$ cat src/rtl/core/cmrr_meta_mem.sv
// Per-FIFO pointer and count memory with valid bits and a registered read.
module cmrr_meta_mem #(
	parameter int DEPTH = 16,
	parameter int WIDTH = 10
) (
	input  logic                                   clk,
	input  logic                                   arst_n,
	input  logic                                   rd_en,
	input  logic [(DEPTH > 1 ? $clog2(DEPTH) : 1)-1:0] rd_addr,
	output logic [WIDTH-1:0]                       rd_data,
	input  logic                                   wr_en,
	input  logic [(DEPTH > 1 ? $clog2(DEPTH) : 1)-1:0] wr_addr,
	input  logic [WIDTH-1:0]                       wr_data
);

	logic [WIDTH-1:0] mem [DEPTH];
	logic [DEPTH-1:0] vld_q;

	// Entry valid bits: an entry never written reads as zero (empty FIFO)
	always_ff @(posedge clk or negedge arst_n) begin
		if (!arst_n) begin
			vld_q <= '0;
		end else if (wr_en) begin
			vld_q[wr_addr] <= 1'b1;
		end
	end

	// Storage array
	always_ff @(posedge clk) begin
		if (wr_en) begin
			mem[wr_addr] <= wr_data;
		end
	end

	// Registered read port
	always_ff @(posedge clk) begin
		if (rd_en) begin
			rd_data <= vld_q[rd_addr] ? mem[rd_addr] : '0;
		end
	end

endmodule

$ cat config.mk
export PLATFORM = sky130hd
export DESIGN_NAME = cmrr_meta_mem
export DESIGN_NICKNAME = d
export VERILOG_FILES = /design/src/rtl/core/cmrr_meta_mem.sv
export SDC_FILE = /design/constraint.sdc
export NUM_CORES = 1
export LEC_CHECK = 0
export BUFFER_PORTS_ARGS = -buffer_cell sky130_fd_sc_hd__buf_4
export CAP_MARGIN = 0
export CORE_UTILIZATION = 55
export DETAILED_ROUTE_END_ITERATION = 10
export PLACE_DENSITY = 0.75
export SYNTH_ARGS = -nofsm -noshare
export SYNTH_HDL_FRONTEND = slang
export SYNTH_SLANG_ARGS = --single-unit
$ cat constraint.sdc
create_clock -name clk -period 1.7 [get_ports clk]
set_input_delay 0.17 -clock clk [delete_from_list [all_inputs] [get_ports clk]]
set_output_delay 0.17 -clock clk [all_outputs]
set_load 0.02 [all_outputs]
==> results by group <==
GRT
  – Largest net degree at the start of global routing: 17
  – Number of global-route vias before repair: 3,458
  – All-layer global routing usage: 0.229
  – First-pass GRT wire length: 20,700 µm
  – Remaining global-route overflow: 0
  – Initial antenna violation count: 0

Job
  – Total of max-cap violations: 0

Clock network
  – H-tree depth: 4
  – CTS sink cnt: 186
  – TritonCTS clock tree: done
  – Root Driver: clkbuf_16
  – CTS Buf Count: 17
  – Clock Tree Buf Depth: 2
  – Worst-Skew Late Latency: 0.41 ns
  – Clock-pin slew on the worst setup and hold paths: 0.06 ns

Final layout
  – Most frequent cells in the layout: edfxtp_1 (170), buf_4 (56), mux4_2 (44)
  – Most common cell after layout, fill and taps aside: edfxtp_1
  – Fillers: 782
  – Share of cells above drive strength 1: 0.388
  – # diodes: 0
  – Final Util: 0.677
  – Nets@finish: 411
  – FF/Latch Area: 5510 µm²
  – Layout Area Growth over Synthesis: 17.7%
  – Multi-input gate area: 1480 µm²
  – Non-Filler Instances: 570

Run status
  – Status: finished clean

Worst hold path
  – Worst Hold Depth: 1
  – Hold wc startpoint: wr_data[0]
  – Worst Hold Class: in2reg

Critical path
  – Worst R2R Start: vld_q[5]
  – R2R cell count: 5
  – Critical path launch point: vld_q[5]
  – CP Capture Type: flop
  – Crit path DAT: 1.84 ns
  – CP required: 1.85 ns
  – Kind of critical path: reg2reg
  – Startpoint Class: flop
  – Crit-path max FO: 10

Drt
  – First drt pass iteration count: 7
  – Total Wirelength: 13,700 µm
  – Initial detailed-routing violation count: 410
  – Vias: 3,404
  – Antenna viol nets, final: 0
  – Vias per cell: 5.97
  – Avg WL per Cell: 24.0 µm
  – Drt drc: 0

Logic synthesis
  – Sequential fraction of the synthesis area: 0.783
  – FF+latch count, synth: 186
  – Post-synthesis net count: 342
  – Syn. warnings: 0
  – Avg Cell Area, Syn: 22.0 µm²
  – Mapped Area: 7030 µm²
  – Post-Synthesis Cells: 320
  – Count of cell types in the netlist: 22

Placement
  – Port buffer count: 31
  – Gpl congestion: 0.790
  – DP Cell Count: 536
  – DP Wirelength: 9080 µm

Floorplan
  – Die area: 13,200 µm²
  – Initial Util: 0.576
  – Io pins: 32
  – DIE WIDTH: 115 µm
  – Core area: 12,200 µm²
  – Core Rows: 40
  – Vert. Die Dim: 115 µm

Timing
  – Final Max Tran Viols: 0
  – Fin. Hold Viols: 0
  – Tightest Pin Transition: 0.788 ns
  – Max Freq: 590 MHz
  – TNS Setup: 0 ns
  – Clk_skew: 0.00653 ns
  – Setup violators final: 0
  – Final period util: 0.997
  – Max_slew headroom: 0.474
  – Fin crit period: 1.69 ns
  – RSZ-0062 raised after global routing: yes
  – Hold WS: 0.0684 ns

Pwr
  – Pwr Total: 9.36 mW
  – Cell Pwr Density: 1130 nW/µm²
  – Leakage: 2.72 nW
  – Max rail drop VDD: 937 µV
-- area by class of cell --
| class | count | area share |
|---|---|---|
| tap | 168 | 0.0254 |
| clock inverter | 12 | 0.00907 |
| timing repair buffer | 64 | 0.0690 |
| clock buffer | 20 | 0.0528 |
| multi-input combinational | 120 | 0.178 |
| sequential | 186 | 0.665 |
-- routing by layer --
metal  part of all wire  routed length [µm]  GRT usage  vias up
li1                   -                   -          -     1468
met1               0.42                5750      0.327     1752
met2               0.48                6630      0.355      168
met3              0.080                1100     0.0575       16
met4              0.017                 229     0.0667        0
met5                  0                   0          0        -
-- power by group --
part / internal, mW / switching (mW)
Sequential: 5.18 / 0.0646
Combinational: 0.347 / 0.364
Clock: 1.86 / 1.55
Total: 7.38 / 1.98
-- registers in the layout, summed over array words and instances (netlist names) --
signal	cells
rd_data	10
vld_q	16
mem	160
-- cell families (layout without fill, tap and decap cells) --
family	Yosys count	count (layout)	synth area share
AO/OA/AOI/OAI	32	32	0.0310
buffers and inverters	14	96	0.0101
multiplexers	44	44	0.141
flip-flops	186	186	0.783
AND/OR/NAND/NOR	44	44	0.0347
-- critical path: stages, from the launching register on --
cell	delay [ns]
dfrtp_1	0.37
mux4_2	0.49
a22o_1	0.26
nor2_4	0.13
buf_12	0.14
a21oi_1	0.04
-- synth_stat cells --
cell type	n	area share
a22o_1	2	0.0025
or2_2	16	0.014
and2_1	1	0.00089
buf_4	2	0.0021
buf_1	1	0.00053
buf_6	1	0.0016
nor3_1	4	0.0028
nand3b_1	2	0.0021
a22oi_1	20	0.021
nor2b_1	2	0.0018
nand2_1	1	0.00053
a21oi_1	10	0.0071
nor2_4	1	0.0016
buf_2	3	0.0021
mux4_2	44	0.14
nand2b_1	2	0.0018
edfxtp_1	170	0.73
clkbuf_1	7	0.0037
nand3_1	1	0.00071
dfrtp_1	16	0.057
or3b_2	1	0.0012
nor2_1	13	0.0069
-- what timing repair did --
item,4_1_cts,5_1_grt
pin swaps,2,0
hold buffers,1,0
setup endpoints to repair,10,10
hold endpoints to repair,16,0
buffers inserted,1,0
resized for setup,0,2
-- metrics by stage --
stage / area, µm² / worst slack [ns]
5_1_grt: 8270 / -0.0271
3_3_place_gp: 7720 / -0.111
3_5_place_dp: 7720 / -0.151
4_1_cts: 8270 / 0.00707
2_1_floorplan: 7030 / 0.130
6_report: 8270 / 0.00567
-- worst paths after layout --
check / end / slack [ns]
worst min-delay path: mem[5][0] / 0.07
min in group asynchronous: vld_q[5] / 0.14
worst max-delay path: rd_data[7] / 0.006
worst max register to register: rd_data[7] / 0.006
max in group asynchronous: vld_q[9] / 1.38
worst min register to register: vld_q[4] / 0.47
No activity file was read; power rests on OpenSTA's default activity.
