==> src/rtl/core/cmrr_pkg.sv <==
// Shared types and codes for the core mailbox round-robin block.
package cmrr_pkg;

	// Request opcodes; the fourth code is unused and answers all zero
	typedef enum logic [1:0] {
		OP_SEND  = 2'd0,
		OP_RECV  = 2'd1,
		OP_QUERY = 2'd2
	} op_t;

	// Result status codes
	typedef enum logic [1:0] {
		STAT_OK    = 2'd0,
		STAT_RANGE = 2'd1,
		STAT_FULL  = 2'd2
	} status_t;

	// Request sequencer states
	typedef enum logic [1:0] {
		S_IDLE = 2'd0,
		S_META = 2'd1,
		S_DONE = 2'd2
	} fsm_t;

	// Core index width of the pick result, wide enough for sixteen cores
	localparam int CORE_IDX_W = 4;

	// Round-robin pick result
	typedef struct packed {
		logic                  hit;
		logic [CORE_IDX_W-1:0] src;
	} pick_t;

	// Result fields that do not come from the message store
	typedef struct packed {
		status_t    status;
		logic       got_message;
		logic [1:0] from_core;
		logic       pending;
		logic       wake_valid;
		logic [1:0] wake_core;
	} result_t;

endpackage

==> src/rtl/core/cmrr_rr_pick.sv <==
// Round-robin source pick over the non-empty FIFOs into one destination.
module cmrr_rr_pick #(
	parameter int MAX_CORES = 4
) (
	input  logic [MAX_CORES-1:0]                              req,
	input  logic [(MAX_CORES > 1 ? $clog2(MAX_CORES) : 1)-1:0] start_raw,
	input  logic [$clog2(MAX_CORES+1)-1:0]                    n,
	output cmrr_pkg::pick_t                                   pick
);
	import cmrr_pkg::*;

	localparam int CW = (MAX_CORES > 1) ? $clog2(MAX_CORES) : 1;
	localparam int NW = $clog2(MAX_CORES+1);
	localparam int RW = 1 << CW;

	logic [CW-1:0] start;
	logic [RW-1:0] req_ext;
	logic [CW:0]   cand [MAX_CORES];
	logic          found;

	// Small restoring remainder: a stale pointer is folded into the core count
	function automatic logic [CW-1:0] mod_n(input logic [CW-1:0] x,
		input logic [NW-1:0] d);
		logic [NW:0] rem;
		rem = '0;
		for (int i = CW-1; i >= 0; i--) begin
			rem = {rem[NW-1:0], x[i]};
			if (rem >= {1'b0, d}) begin
				rem = rem - {1'b0, d};
			end
		end
		return CW'(rem);
	endfunction

	// Candidate source for each offset from the start, wrapped at the count
	always_comb begin
		start = mod_n(start_raw, n);
		for (int off = 0; off < MAX_CORES; off++) begin
			cand[off] = (CW+1)'(start) + (CW+1)'(off);
			if (cand[off] >= (CW+1)'(n)) begin
				cand[off] = cand[off] - (CW+1)'(n);
			end
		end
	end

	// First non-empty candidate in round-robin order
	always_comb begin
		req_ext = RW'(req);
		found   = 1'b0;
		pick    = '0;
		for (int off = 0; off < MAX_CORES; off++) begin
			if (!found && (off < int'(n)) && req_ext[cand[off][CW-1:0]]) begin
				found    = 1'b1;
				pick.hit = 1'b1;
				pick.src = CORE_IDX_W'(cand[off][CW-1:0]);
			end
		end
	end

endmodule

==> config.mk <==
export PLATFORM = sky130hd
export DESIGN_NAME = cmrr_rr_pick
export DESIGN_NICKNAME = d
export VERILOG_FILES = /design/src/rtl/core/cmrr_pkg.sv /design/src/rtl/core/cmrr_rr_pick.sv
export SDC_FILE = /design/constraint.sdc
export NUM_CORES = 1
export LEC_CHECK = 0
export BUFFER_PORTS_ARGS = -buffer_cell sky130_fd_sc_hd__buf_2
export CAP_MARGIN = 0
export CORE_MARGIN = 2
export CORE_UTILIZATION = 55
export DETAILED_ROUTE_END_ITERATION = 8
export PLACE_DENSITY = 0.72
export SYNTH_ARGS = -nofsm -noshare
export SYNTH_HDL_FRONTEND = slang
export SYNTH_SLANG_ARGS = --single-unit
==> constraint.sdc <==
create_clock -name vclk -period 6.2
set_input_delay 0.62 -clock vclk [all_inputs]
set_output_delay 0.62 -clock vclk [all_outputs]
set_load 0.02 [all_outputs]
==> out/metrics.csv, run 1 <==
metric,value,unit
Leak Pwr,0.602,nW
Worst Hold Launch,n[2],
Comb pwr share,100.0,%
Hold Crit Depth,6,
postcts setup bufs,0,
FMAX,170,MHz
CP Data Arrival Time,5260,ps
Routability Congestion,0.944,
Worst setup EP type,primary output,
Sequential Area,0,µm²
Hold Path Class,input port to primary output,
Clock power frac,0,%
CLK BUF,0,
initial core utilization,57.2,%
drt drc,0,
Slew Limit Fails,0,
register share of total power,0,%
total number of vias,1342,
GRT overflow,0,
critical path data required time,5580,ps
worst setup margin,322,ps
final design utilization,61.2,%
FFs & Latches,0,
area grow syn2layout,6.99,%
die height,51.7,µm
crit path launch type,input port,
P_int,169,µW
dpl ws,269,ps
first-pass GRT wire length,5860,µm
Crit Path Class,input port to primary output,
DR pass1 iterations,4,
Setup TNS,0,ps
drt wl/cell,17.0,µm
DP Wirelength,2720,µm
GRT Total Usage,28.0,%
Max Cap Violations,0,
CP Max Fanout,7,
peak supply drop,124,µV
syn_area_per_cell,7.55,µm²
post-synthesis cell area,1250,µm²
final hold violation count,0,
1st-iter DRT viols,49,
"Seq/Total Area, Yosys",0,%
largest net degree at the start of global routing,11,
yosys warns,0,
I/O pins,14,
vias in the first global route,1272,
Final min period,5880,ps
die outline area,2680,µm²
remaining antenna violation count,0,
DIE WIDTH,51.7,µm
Worst Hold End,pick[1],
sw frac,56.7,%
pwr dens,291,nW/µm²
Tcrit/Tclk final,94.8,%
"wirelength, routed",3460,µm
Inserted Diodes,0,
initial antenna violation count,0,
"Setup violations, final",0,
Core ar.,2190,µm²
cells after synthesis,166,
row cnt,17,
layout cells sized above 1,18.8,%
switching power,222,µW
PortBufs,12,
status,"complete, no violations",
Final nets,205,
via/cell ratio,6.58,
Synth cell types,56,
[worst max-delay path: stages]
cell and delay, ps:
buf_2 150, ha_1 310, nor3b_1 250, a21o_1 220, inv_1 110, ha_1 300, nand2b_1 150, a21o_1 180
o21a_1 300, nor2_2 280, ha_1 310, ha_1 340, nand2_1 80, o21ai_0 330, o32ai_2 200, mux2i_1 280
nor2_1 70, o211a_1 240, o32ai_2 260, a22oi_2 100, buf_2 160
[repair_timing]
item | 4_1_cts | 5_1_grt
resized for setup | 0 | 1
endpoints found under the hold margin | 0 | 0
hold buffers | 0 | 0
endpoints found under the setup margin | 0 | 2
[cell families (layout without fill, tap and decap cells)]
logic type / Yosys count / in the layout / synth area share (%)
AOI/OAI and AO/OA: 61 / 61 / 39.6
adders and majority gates: 18 / 18 / 18.6
and+or+nand+nor: 52 / 52 / 21.1
muxes: 12 / 12 / 11.5
xor gates and xnor gates: 3 / 3 / 2.10
other: 1 / 2 / 0.299
buffers and inverters: 19 / 28 / 6.89
[placed cells by master (no fill, tap or decap), drive strengths merged, types with 2 or more instances in the layout]
cell type  netlist  layout
or3              2       2
nor3             5       5
o311ai           2       2
o221ai           2       2
o211ai           3       3
nand3            5       5
nor2            12      12
and2             2       2
nand2b           3       3
nand2           14      14
a21oi            6       6
buf              3      14
a21o             4       4
a211oi           2       2
o21ai           16      16
ha              17      17
o32ai            3       3
a21boi           3       3
nor2b            2       2
o311a            2       2
o22ai            3       3
o21a             5       5
inv             14      14
nor3b            2       2
conb             1       2
xor2             3       3
or2              2       2
mux2             3       3
mux2i            8       8
[worst max-delay path by stage]
stage	from	to	slack (ps)	depth (start not counted)
final	n[0]	pick[0]	320	21
after global routing	n[0]	pick[0]	-20	21
after CTS	n[0]	pick[0]	250	20
after detailed placement	n[0]	pick[0]	270	20
after global placement	n[0]	pick[0]	360	20
after floorplan	start_raw[1]	pick[0]	810	20
[layout make-up]
type,instances,area (µm²)
well taps,28,35.0
inverters,14,52.6
repair buffers,14,75.1
fillers,218,850
multi-input cells,148,1180
[cells in the mapped netlist (all sizes together) (3+ instances only)]
library cell	instances	area share (%)
buf	3	2.1
nand2	14	4.2
mux2i	8	6.4
nor3	5	2.0
o32ai	3	2.7
o21ai	16	7.9
a21o	4	2.4
xor2	3	2.1
inv	14	4.2
o22ai	3	1.5
nor2	12	4.4
ha	17	17
nand3	5	2.0
o21a	5	3.0
nand2b	3	1.5
a21boi	3	2.1
mux2	3	3.3
o211ai	3	1.8
a21oi	6	2.4
[through the flow]
stage                     area [µm²]  hold WS, ps  power [mW]  instances
after global routing            1340         1850       0.424        204
final                           1340         1780       0.390        204
after global placement          1330         1770       0.369        204
after detailed placement        1330         1770       0.376        204
after CTS                       1330         1770       0.378        204
after floorplan                 1260         1550       0.298        167
[power groups by stage]
stage               combinational, mW  clock [mW]  sequential [mW]
floorplan                       0.298           0                0
global placement                0.369           0                0
detailed placement              0.376           0                0
CTS                             0.378           0                0
global route                    0.424           0                0
finish                          0.390           0                0
[routing by layer]
layer,track usage [%],routed length (µm),vias up,part of all wire [%]
met3,0.287,200,4,5.8
met2,51.1,1760,54,51
met1,38.6,1490,637,43
met5,0,0,-,0
li1,-,-,647,-
met4,1.75,19,0,0.55
No activity file was read; power rests on OpenSTA's default activity.
==> run 2, diff against run 1 <==
- PLACE_DENSITY: 0.72 -> 0.79
- clock period: 6.2 -> 5.05 ns (I/O delays scaled with it)
==> out/metrics.csv, run 2 (synthesis results as in run 1) <==
metric,value,unit,change
peak supply drop,321,µV,+160%
Core ar.,2190,µm²,unchanged
Final min period,5230,ps,
first-pass GRT wire length,7320,µm,+25%
Bufs and invs on worst path,5,,+2
Placed Area,1630,µm²,+22%
Max-slew headroom,67.3,%,
register share of total power,0,%,unchanged
RSZ-0062 raised after global routing,yes,,
via/cell ratio,6.96,,+5.7%
CP Data Arrival Time,4720,ps,-540 ps
1st-iter DRT viols,69,,+41%
DP Wirelength,3280,µm,+21%
DIE WIDTH,51.7,µm,unchanged
Sequential Area,0,µm²,unchanged
switching power,384,µW,+74%
# hold bufs at CTS,0,,unchanged
area grow syn2layout,60.5,%,
GRT overflow,0,,unchanged
drt wl/cell,22.3,µm,+31%
GRT Total Usage,35.6,%,+7.6 points
CLK BUF,0,,unchanged
Slew Limit Fails,0,,unchanged
Tcrit/Tclk final,103,%,
"Setup violations, final",3,,+3
Hold Crit Depth,6,,unchanged
final design utilization,91.8,%,+31 points
Inserted Diodes,0,,unchanged
row cnt,17,,unchanged
Critical Path Max Stage Delay,350,ps,about the same
crit-path cells,buf_6 > inv_4 > ha_4 > or3_4 > a21o_1 > fa_2 > nand2b_4 > o311a_4 > a21oi_4 > a21o_1 > ha_4 > buf_6 > ha_4 > xor2_1 > o32ai_1 > buf_4 > mux2i_4 > nor2_1 > o211a_1 > o32ai_2 > a22oi_2 > buf_6,,
remaining antenna violation count,0,,unchanged
FMAX,191,MHz,
"wirelength, routed",5590,µm,+62%
layout cells sized above 1,54.3,%,+36 points
worst setup margin,-176,ps,-498 ps
Crit Path Class,input port to primary output,,
Max Cap Violations,0,,unchanged
Crit path max-delay family,compound AO/OA/AOI/OAI gates,,
CP Max Fanout,3,,-4
failing checks,negative setup slack,,
Slew @ Worst Pin,486,ps,
PortBufs,12,,unchanged
fillers,75,,-66%
final hold violation count,0,,unchanged
"slowest stage cell, crit path",fa_2,,
Final Instance Area,2010,µm²,+50%
P_int,375,µW,+120%
FFs & Latches,0,,unchanged
die height,51.7,µm,unchanged
Clock power frac,0,%,unchanged
status,"finished, violations left",,
DR pass1 iterations,5,,+1
total number of vias,1746,,+30%
initial core utilization,57.2,%,unchanged
most frequent cells in the layout,"buf_4 (47), nand2_1 (14)",,
critical path data required time,4550,ps,-1030 ps
Final nets,252,,+23%
sw frac,50.6,%,-6.1 points
Worst Hold End,pick[4],,
drt drc,0,,unchanged
pwr dens,377,nW/µm²,+30%
Worst setup EP type,primary output,,
Overall Power,759,µW,+94%
crit path launch type,input port,,
Hold Path Class,input port to primary output,,
Comb pwr share,100.0,%,about the same
I/O pins,14,,unchanged
Worst Hold Launch,n[1],,
"most common cell after layout, fill and taps aside",buf_4,,
largest net degree at the start of global routing,11,,unchanged
initial antenna violation count,0,,unchanged
vias in the first global route,1646,,+29%
Routability Congestion,1.02,,+8.0%
die outline area,2680,µm²,unchanged
Leak Pwr,0.867,nW,+44%
-- run 2: cell types whose count changed in the layout (fill, tap and decap cells not counted), moves of 4 or more --
| cell | delta |
|---|---|
| inv_1 | -6 |
| ha_1 | -9 |
| buf_6 | +5 |
| buf_2 | -4 |
| buf_4 | +45 |
| ha_4 | +8 |
| inv_2 | +5 |
-- run 2: worst max-delay path by stage --
stage	endpoint	slack (ps)	cells after the start	startpoint
floorplan	pick[0]	-50	19	start_raw[1]
global placement	pick[0]	-160	22	start_raw[1]
detailed placement	pick[0]	-280	21	start_raw[1]
CTS	pick[0]	-1	21	start_raw[1]
global route	pick[1]	-370	24	n[1]
finish	pick[0]	-180	22	start_raw[1]
-- run 2: repair_timing --
item | 4_1_cts | 5_1_grt
setup endpoints to repair | 3 | 3
gates resized for setup | 21 | 44
cloned | 0 | 0
pin swaps | 7 | 18
buffers inserted | 2 | 7
hold endpoints to repair | 0 | 0
-- run 2: worst min-delay path: stages --
cell and delay (ps):
buf_2 90, buf_4 160, nor2_1 90, o21ai_0 110
a211o_1 140, buf_2 150
-- run 2: layer usage --
metal	track usage (%)	wire length [µm]	up-vias
li1	-	-	749
met1	42.5	2090	809
met2	64.5	2650	151
met3	4.02	564	37
met4	14.0	287	0
met5	0	0	-
-- run 2: layout make-up --
cell class         count  area (µm²)  share of cell area [%]
inverters             14        55.1                    2.74
repair buffers        61         464                    23.1
multi-input cells    148        1460                    72.5
well taps             28        35.0                    1.74
-- run 2: power groups by stage --
stage               Clock, mW  Combinational (mW)  Sequential [mW]
finish                      0               0.759                0
global route                0               0.797                0
CTS                         0               0.615                0
detailed placement          0               0.556                0
global placement            0               0.531                0
floorplan                   0               0.371                0
-- run 2: stage by stage --
step	hold WS, ps	worst slack [ps]	TNS (ps)	cells
floorplan	1310	-48.9	-48.9	167
global route	1770	-370	-942	251
detailed placement	1660	-283	-636	242
CTS	1680	-1.38	-1.38	244
finish	1750	-176	-290	251
global placement	1650	-158	-285	242
